[src/hw/rtl/gbn_snd_pkg.sv]
// ----------------------------------------------------------------------------
// gbn_snd_pkg
// Shared types and constants for the Go-Back-N sender window unit.
// ----------------------------------------------------------------------------
package gbn_snd_pkg;

  // Sequence space; a power of two, so modular sums wrap in SEQ_BITS bits
  localparam int SEQ_SPACE        = 8;
  localparam int SEQ_BITS         = $clog2(SEQ_SPACE);
  localparam int MAX_RESULTS      = 7;
  localparam int WIN_BITS         = 3;
  localparam int PAYLOAD_BITS_DEF = 64;

  localparam logic [WIN_BITS-1:0] WINDOW_RESET = WIN_BITS'(4);
  localparam logic [WIN_BITS-1:0] WIN_MAX      = WIN_BITS'(SEQ_SPACE - 1);

  // Input action codes; the fourth code means nothing and is ignored
  typedef enum logic [1:0] {
    ACT_SEND    = 2'd0,
    ACT_ACK     = 2'd1,
    ACT_TIMEOUT = 2'd2
  } action_t;

  // Timer commands carried on each result
  typedef enum logic [1:0] {
    TMR_NONE    = 2'd0,
    TMR_START   = 2'd1,
    TMR_STOP    = 2'd2,
    TMR_RESTART = 2'd3
  } timer_cmd_t;

  // Controller states
  typedef enum logic {
    ST_IDLE,
    ST_RETX
  } state_t;

  // Controller to datapath
  typedef struct packed {
    logic accept;  // take the input item and load its first result
    logic step;    // load the next retransmission of a timeout run
  } dp_cmd_t;

  // Datapath to controller
  typedef struct packed {
    logic out_valid;  // output register holds a result
    logic multi;      // presented item is a timeout with more than one result
    logic retx_last;  // current retransmission is the final one of the run
  } dp_status_t;

endpackage

[src/hw/rtl/gbn_snd_ctrl.sv]
// ----------------------------------------------------------------------------
// gbn_snd_ctrl
// Controller: input flow control and sequencing of timeout retransmissions.
// ----------------------------------------------------------------------------
module gbn_snd_ctrl import gbn_snd_pkg::*; (
  input  logic       clk,
  input  logic       rst,
  input  logic       in_valid,
  output logic       in_stall,
  input  logic       out_stall,
  input  dp_status_t status,
  output dp_cmd_t    cmd
);

  state_t state;
  state_t state_next;
  logic   out_free;

  // Output register can take a new result this cycle
  assign out_free = !status.out_valid || !out_stall;

  // State register
  always_ff @(posedge clk) begin
    if (rst) begin
      state <= ST_IDLE;
    end else begin
      state <= state_next;
    end
  end

  // Next state and commands
  always_comb begin
    state_next = state;
    cmd        = '0;
    in_stall   = 1'b1;
    unique case (state)
      ST_IDLE: begin
        in_stall   = !out_free;
        cmd.accept = in_valid && out_free;
        if (cmd.accept && status.multi) begin
          state_next = ST_RETX;
        end
      end
      ST_RETX: begin
        if (out_free) begin
          cmd.step = 1'b1;
          if (status.retx_last) begin
            state_next = ST_IDLE;
          end
        end
      end
      default: begin
        state_next = ST_IDLE;
      end
    endcase
  end

endmodule

[src/hw/rtl/gbn_snd_dp.sv]
// ----------------------------------------------------------------------------
// gbn_snd_dp
// Datapath: window state, payload store, result formation and output register.
// ----------------------------------------------------------------------------
module gbn_snd_dp import gbn_snd_pkg::*; #(
  parameter int PAYLOAD_BITS = PAYLOAD_BITS_DEF
) (
  input  logic                    clk,
  input  logic                    rst,
  input  logic                    cfg_we,
  input  logic [WIN_BITS-1:0]     cfg_data,
  input  logic [1:0]              action,
  input  logic [PAYLOAD_BITS-1:0] payload,
  input  logic [SEQ_BITS-1:0]     ack_number,
  input  logic                    ack_intact,
  input  dp_cmd_t                 cmd,
  output dp_status_t              status,
  output logic                    out_valid,
  input  logic                    out_stall,
  output logic                    accepted,
  output logic                    tx_valid,
  output logic [SEQ_BITS-1:0]     tx_seq,
  output logic [PAYLOAD_BITS-1:0] tx_payload,
  output logic [1:0]              timer_cmd,
  output logic [SEQ_BITS-1:0]     timer_seq,
  output logic                    last
);

  logic [WIN_BITS-1:0]     window_size;
  logic [SEQ_BITS-1:0]     window_base;
  logic [SEQ_BITS-1:0]     next_sequence;
  logic [SEQ_BITS-1:0]     idx;
  logic [SEQ_BITS-1:0]     cnt;
  logic [PAYLOAD_BITS-1:0] payload_store [SEQ_SPACE];

  action_t                 act;
  logic [SEQ_BITS-1:0]     outstanding;
  logic [SEQ_BITS-1:0]     eff_win;
  logic [SEQ_BITS-1:0]     retx_cnt;
  logic [SEQ_BITS-1:0]     ack_base;
  logic [SEQ_BITS-1:0]     rd_seq;
  logic [PAYLOAD_BITS-1:0] rd_data;
  logic                    retx_last;
  logic                    load;
  logic                    out_valid_next;

  logic                    r_acc;
  logic                    r_txv;
  logic [SEQ_BITS-1:0]     r_seq;
  logic [PAYLOAD_BITS-1:0] r_pl;
  timer_cmd_t              r_tcmd;
  logic                    r_last;
  logic [SEQ_BITS-1:0]     window_base_next;
  logic [SEQ_BITS-1:0]     next_sequence_next;
  logic                    store_we;

  assign act         = action_t'(action);
  assign outstanding = next_sequence - window_base;
  assign eff_win     = (window_size > WIN_MAX) ? SEQ_BITS'(WIN_MAX) : SEQ_BITS'(window_size);
  assign retx_cnt    = ({1'b0, outstanding} > (SEQ_BITS+1)'(MAX_RESULTS)) ?
                       SEQ_BITS'(MAX_RESULTS) : outstanding;
  assign ack_base    = ack_number + SEQ_BITS'(1);
  assign retx_last   = ({1'b0, idx} + (SEQ_BITS+1)'(1)) == {1'b0, cnt};
  assign load        = cmd.accept || cmd.step;

  // Read the store at the base, or at the current retransmission slot
  assign rd_seq  = cmd.step ? (window_base + idx) : window_base;
  assign rd_data = payload_store[rd_seq];

  // Status to the controller
  assign status.out_valid = out_valid;
  assign status.multi     = (act == ACT_TIMEOUT) && (retx_cnt > SEQ_BITS'(1));
  assign status.retx_last = retx_last;

  // Form the result and the next window state
  always_comb begin
    r_acc              = 1'b1;
    r_txv              = 1'b0;
    r_seq              = rd_seq;
    r_pl               = rd_data;
    r_tcmd             = TMR_NONE;
    r_last             = 1'b1;
    window_base_next   = window_base;
    next_sequence_next = next_sequence;
    store_we           = 1'b0;
    if (cmd.step) begin
      r_txv  = 1'b1;
      r_last = retx_last;
    end else begin
      unique case (act)
        ACT_SEND: begin
          if (outstanding >= eff_win) begin
            r_acc = 1'b0;
          end else begin
            r_txv              = 1'b1;
            r_seq              = next_sequence;
            r_pl               = payload;
            r_tcmd             = (window_base == next_sequence) ? TMR_START : TMR_NONE;
            next_sequence_next = next_sequence + SEQ_BITS'(1);
            store_we           = cmd.accept;
          end
        end
        ACT_ACK: begin
          if (ack_intact) begin
            window_base_next = ack_base;
            r_tcmd           = (ack_base == next_sequence) ? TMR_STOP : TMR_RESTART;
          end
        end
        ACT_TIMEOUT: begin
          if (outstanding != '0) begin
            r_txv  = 1'b1;
            r_tcmd = TMR_START;
            r_last = (retx_cnt == SEQ_BITS'(1));
          end
        end
        default: begin
          r_acc = 1'b1;
        end
      endcase
    end
  end

  // Hold a stalled result, drop a taken one
  always_comb begin
    if (load) begin
      out_valid_next = 1'b1;
    end else begin
      out_valid_next = out_valid && out_stall;
    end
  end

  // Control state
  always_ff @(posedge clk) begin
    if (rst) begin
      window_size   <= WINDOW_RESET;
      window_base   <= '0;
      next_sequence <= '0;
      idx           <= '0;
      cnt           <= '0;
      out_valid     <= 1'b0;
    end else begin
      if (cfg_we) begin
        window_size <= cfg_data;
      end
      if (cmd.accept) begin
        window_base   <= window_base_next;
        next_sequence <= next_sequence_next;
        idx           <= SEQ_BITS'(1);
        cnt           <= retx_cnt;
      end
      if (cmd.step) begin
        idx <= idx + SEQ_BITS'(1);
      end
      out_valid <= out_valid_next;
    end
  end

  // Payload store and output register
  always_ff @(posedge clk) begin
    if (store_we) begin
      payload_store[next_sequence] <= payload;
    end
    if (load) begin
      accepted   <= r_acc;
      tx_valid   <= r_txv;
      tx_seq     <= r_txv ? r_seq : '0;
      tx_payload <= r_txv ? r_pl : '0;
      timer_cmd  <= 2'(r_tcmd);
      timer_seq  <= window_base_next;
      last       <= r_last;
    end
  end

endmodule

[src/hw/rtl/go_back_n_sender_window_unit.sv]
// A result is registered: it is in the output register the cycle after its item's transfer.
// Send, ack and ignored items are taken at one per cycle while the output is not stalled.
// A timeout with n outstanding (at most 7) gives n results, or one without a packet if n
// is 0, one per cycle unless the output stalls; in_stall stays high meanwhile.
// Reset: window base and next sequence clear, window_size returns to 4, output empties;
// payload store contents are undefined until written and are not cleared.
// ----------------------------------------------------------------------------
// go_back_n_sender_window_unit
// Go-Back-N ARQ sender window: send, acknowledge and timeout handling.
// ----------------------------------------------------------------------------
module go_back_n_sender_window_unit import gbn_snd_pkg::*; #(
  parameter int PAYLOAD_BITS = PAYLOAD_BITS_DEF
) (
  input  logic                    clk,
  input  logic                    rst,
  input  logic                    cfg_we,
  input  logic [WIN_BITS-1:0]     cfg_data,
  input  logic                    in_valid,
  output logic                    in_stall,
  input  logic [1:0]              action,
  input  logic [PAYLOAD_BITS-1:0] payload,
  input  logic [SEQ_BITS-1:0]     ack_number,
  input  logic                    ack_intact,
  output logic                    out_valid,
  input  logic                    out_stall,
  output logic                    accepted,
  output logic                    tx_valid,
  output logic [SEQ_BITS-1:0]     tx_seq,
  output logic [PAYLOAD_BITS-1:0] tx_payload,
  output logic [1:0]              timer_cmd,
  output logic [SEQ_BITS-1:0]     timer_seq,
  output logic                    last
);

  dp_cmd_t    cmd;
  dp_status_t status;

  // Sequence transfers and retransmission runs
  gbn_snd_ctrl u_ctrl (
    .clk       (clk),
    .rst       (rst),
    .in_valid  (in_valid),
    .in_stall  (in_stall),
    .out_stall (out_stall),
    .status    (status),
    .cmd       (cmd)
  );

  // Window state, store and output register
  gbn_snd_dp #(
    .PAYLOAD_BITS (PAYLOAD_BITS)
  ) u_dp (
    .clk        (clk),
    .rst        (rst),
    .cfg_we     (cfg_we),
    .cfg_data   (cfg_data),
    .action     (action),
    .payload    (payload),
    .ack_number (ack_number),
    .ack_intact (ack_intact),
    .cmd        (cmd),
    .status     (status),
    .out_valid  (out_valid),
    .out_stall  (out_stall),
    .accepted   (accepted),
    .tx_valid   (tx_valid),
    .tx_seq     (tx_seq),
    .tx_payload (tx_payload),
    .timer_cmd  (timer_cmd),
    .timer_seq  (timer_seq),
    .last       (last)
  );

endmodule

[config.mk]
export PLATFORM = sky130hd
export DESIGN_NAME = go_back_n_sender_window_unit
export DESIGN_NICKNAME = d
export VERILOG_FILES = /design/src/hw/rtl/gbn_snd_pkg.sv /design/src/hw/rtl/gbn_snd_ctrl.sv /design/src/hw/rtl/gbn_snd_dp.sv /design/src/hw/rtl/go_back_n_sender_window_unit.sv
export SDC_FILE = /design/constraint.sdc
export NUM_CORES = 1
export LEC_CHECK = 0
export BUFFER_PORTS_ARGS = -buffer_cell sky130_fd_sc_hd__buf_4
export CAP_MARGIN = 20
export CELL_PAD_IN_SITES_DETAIL_PLACEMENT = 1
export CELL_PAD_IN_SITES_GLOBAL_PLACEMENT = 1
export CORE_MARGIN = 2
export CORE_UTILIZATION = 40
export CTS_BUF_LIST = sky130_fd_sc_hd__clkbuf_4
export DETAILED_ROUTE_END_ITERATION = 8
export PLACE_DENSITY_LB_ADDON = 0.1
export REMOVE_ABC_BUFFERS = 1
export SLEW_MARGIN = 20
export SYNTH_ARGS = -nofsm -noshare
export SYNTH_HDL_FRONTEND = slang
export SYNTH_SLANG_ARGS = --single-unit
[constraint.sdc]
create_clock -name clk -period 10.32 [get_ports clk]
set_input_delay 1.032 -clock clk [delete_from_list [all_inputs] [get_ports clk]]
set_output_delay 1.032 -clock clk [all_outputs]
set_load 0.01 [all_outputs]
==> results.py <==
metrics = {
    "status": {
        "outcome": "finished clean",
    },
    "clock_network": {
        "holdBufCountCts": 0,
        "clkSinkCount": 604,
        "clock_path_buffers": 3,
        "postCtsSetupRepairBufs": 0,
        "cts-resized-gates": 0,
        "cts_root_buffer": "clkbuf_4",
        "cts_max_level": 4,
        "cts_buffers": 164,
        "clk_latency_ns": 1.02,
        "cts_tree": "done",
        "clkTransAtPathRegs_ns": 0.07,
    },
    "power": {
        "swShare": 0.236,
        "power.share.sequential": 0.515,
        "peakVddDrop_v": 0.0000922,
        "comb_power_share": 0.068,
        "switching_power_mw": 1.27,
        "total_power_mw": 5.37,
        "leakage_nw": 10.1,
        "power.density_nw_per_um2": 175,
        "clock_power_share": 0.417,
        "p_int_mw": 4.10,
    },
    "critical_path": {
        "end_kind": "flop",
        "critical_path_arrival_ns": 6.45,
        "critPathKind": "reg -> reg",
        "r2r_cells": 10,
        "startpoint_type": "flop",
        "reg2reg_slack_ns": 4.47,
        "path_max_fanout": 72,
        "reg2reg_to": "u_dp.payload_store[2][32]",
        "rr_startpoint": "u_dp.window_base[1]",
        "cp_data_required_time_ns": 10.92,
    },
    "yosys": {
        "syn_inst": 1862,
        "synth.distinct_cells": 51,
        "async_flop_share": 0,
        "syn-cell-area_sq_um": 26500,
        "yosysSeqAreaShare": 0.678,
        "synth_ff_type": "edfxtp_1",
        "synth_area_leaders": "edfxtp_1, a211oi_1, nor2b_1",
        "synth_top_area_share": 0.665,
        "yosysWarnings": 0,
        "syn_avg_cell_area_sq_um": 14.2,
        "synth_area_leader_cell": "edfxtp_1",
        "synth_edf_count": 587,
        "synth_seq_cells": 604,
    },
    "routing": {
        "ant_nets": 0,
        "first_iter_violations": 911,
        "drt-total-wl_um": 74300,
        "vias": 17400,
        "wl_per_cell_um": 24.3,
        "drcViolationCount": 0,
        "firstDrtPassIters": 5,
        "via_per_inst": 5.69,
    },
    "worst_hold_path": {
        "hold_path_end": "u_dp.payload_store[5][59]",
        "min-delay-start": "payload[59]",
        "hold_depth": 1,
        "hold_path.class": "in -> reg",
    },
    "global_routing": {
        "grtUsageTotal": 0.220,
        "first_global_vias": 18500,
        "antenna_found_initial": 8,
        "gr-total-overflow": 0,
        "grt_max_degree": 188,
        "grt_pass1_wl_um": 112000,
    },
    "final_layout": {
        "fin_util": 0.468,
        "final_nets": 2151,
        "area_growth_pct": 15.9,
        "drive_gt1_frac": 0.222,
    },
    "timing": {
        "finalHoldViolations": 0,
        "max_slew_margin": 0.230,
        "rsz0062_at_grt": "no",
        "fin_crit_ns": 5.85,
        "tns_ns": 0,
        "timing.clock.skew_ns": 0.0409,
        "fmax_ghz": 0.171,
        "worst_pin_slew_ns": 1.16,
        "slew_violations": 0,
        "final.period_utilization": 0.567,
        "setup_violations": 0,
    },
    "floorplanning": {
        "core_sq_um": 65700,
        "die_h_um": 261,
        "die_area_sq_um": 68400,
        "die_w_um": 261,
        "pin_count": 155,
        "row_count": 94,
        "initial_core_util": 0.403,
    },
    "placement": {
        "place.gp.congestion": 0.720,
        "place_hpwl_um": 38800,
        "port_buffers": 154,
    },
    "job": {
        "max_cap_viol_count": 0,
    },
}
layout by cell type (no fill, tap or decap), types with 18 or more instances in the layout:
cell      instances
a21oi_1          18
o311ai_1         60
mux2i_1         138
edfxtp_1        587
clkinv_1         20
buf_4           183
nand2_1          75
a211oi_1        374
nor2b_1         246
clkbuf_4        253
o21ai_0          66
nor2_1           25
layout make-up:
type / count / area [sq um]
fillers: 6632 / 35000
flip-flops and latches: 604 / 18000
multi-input cells: 1087 / 7950
clock buffers: 253 / 1900
repair buffers: 188 / 1460
well taps: 864 / 1080
clock inverters: 35 / 288
inverters: 17 / 65.1
diodes: 9 / 22.5
metal layers:
| metal | vias up | track usage | wire length [um] |
|---|---|---|---|
| li1 | 7857 | - | - |
| met1 | 8974 | 0.277 | 32400 |
| met2 | 418 | 0.370 | 36500 |
| met3 | 145 | 0.0474 | 3450 |
| met4 | 6 | 0.0900 | 1900 |
| met5 | - | 0 | 35 |
Yosys cell counts (2+ instances only):
| master | n |
|---|---|
| nand2_1 | 75 |
| nor2_1 | 31 |
| nand2b_1 | 2 |
| ha_1 | 9 |
| buf_2 | 46 |
| nand3b_1 | 2 |
| a211oi_1 | 374 |
| a31oi_1 | 2 |
| nor2b_1 | 246 |
| nor3_1 | 8 |
| a21oi_1 | 18 |
| clkbuf_1 | 96 |
| nor3b_1 | 3 |
| fa_1 | 2 |
| xor2_1 | 5 |
| o211a_1 | 3 |
| a221o_1 | 3 |
| xnor2_1 | 6 |
| o311ai_1 | 60 |
| dfxtp_1 | 17 |
| nor4_1 | 3 |
| and2_1 | 3 |
| nand3_1 | 3 |
| buf_1 | 8 |
| buf_4 | 3 |
| mux2i_1 | 138 |
| or2_2 | 2 |
| inv_1 | 17 |
| o21ai_0 | 66 |
| o211ai_1 | 2 |
| edfxtp_1 | 587 |
| mux4_2 | 3 |
kinds of logic after synthesis:
group	share of synthesized area
fa+ha+maj	0.00576
xor+xnor	0.00448
mux	0.0552
flops	0.678
simple gates	0.0799
compound gates	0.150
buf+inv	0.0271
flip-flops by register name, indices dropped and copies added (netlist names), 3 cells and up:
signal	flops
u_dp.window_size	3
u_dp.payload_store	512
u_dp.next_sequence	3
u_dp.idx	3
u_dp.cnt	3
u_dp.timer_seq	3
u_dp.tx_seq	3
u_dp.window_base	3
u_dp.tx_payload	64
power groups by stage:
stage	registers, mW	clock network, mW	logic, mW
after floorplan	2.83	0	0.176
after global placement	2.82	0	0.363
after detailed placement	2.82	0	0.373
after CTS	2.77	2.31	0.374
after global routing	2.77	2.44	0.402
final	2.77	2.24	0.367
per-stage QoR:
stage | hold slack (ns) | setup WS, ns | cell area (sq um) | std cells
2_1_floorplan | 0.460 | -4.05 | 25900 | 1708
3_3_place_gp | 0.487 | 4.40 | 28500 | 2758
3_5_place_dp | 0.517 | 4.43 | 28500 | 2759
4_1_cts | 0.145 | 4.37 | 30700 | 3047
5_1_grt | 0.166 | 4.05 | 30700 | 3052
6_report | 0.259 | 4.47 | 30700 | 3057
worst max-delay path, cell delays in order, from the launching register on:
cell and delay, ns:
dfxtp_4 1.08, inv_1 0.49, fa_1 0.53, xnor3_1 0.27, ha_1 0.33, o21ai_0 0.09, o21a_1 0.55, nand2_1 0.21
or2_2 0.41, nor2_4 0.61, buf_4 0.74
how the worst max path moves through the flow:
stage | startpoint | end | slack [ns] | cells past startpoint
after floorplan | u_dp.window_base[1] | u_dp.tx_payload[16] | -4.05 | 7
after global placement | u_dp.window_base[1] | u_dp.payload_store[7][45] | 4.40 | 9
after detailed placement | u_dp.window_base[1] | u_dp.payload_store[2][30] | 4.43 | 10
after CTS | u_dp.window_base[1] | u_dp.payload_store[2][12] | 4.37 | 10
after global routing | u_dp.window_base[1] | u_dp.payload_store[2][48] | 4.05 | 10
final | u_dp.window_base[1] | u_dp.payload_store[2][32] | 4.47 | 10
(Power assumes the default switching activity.)
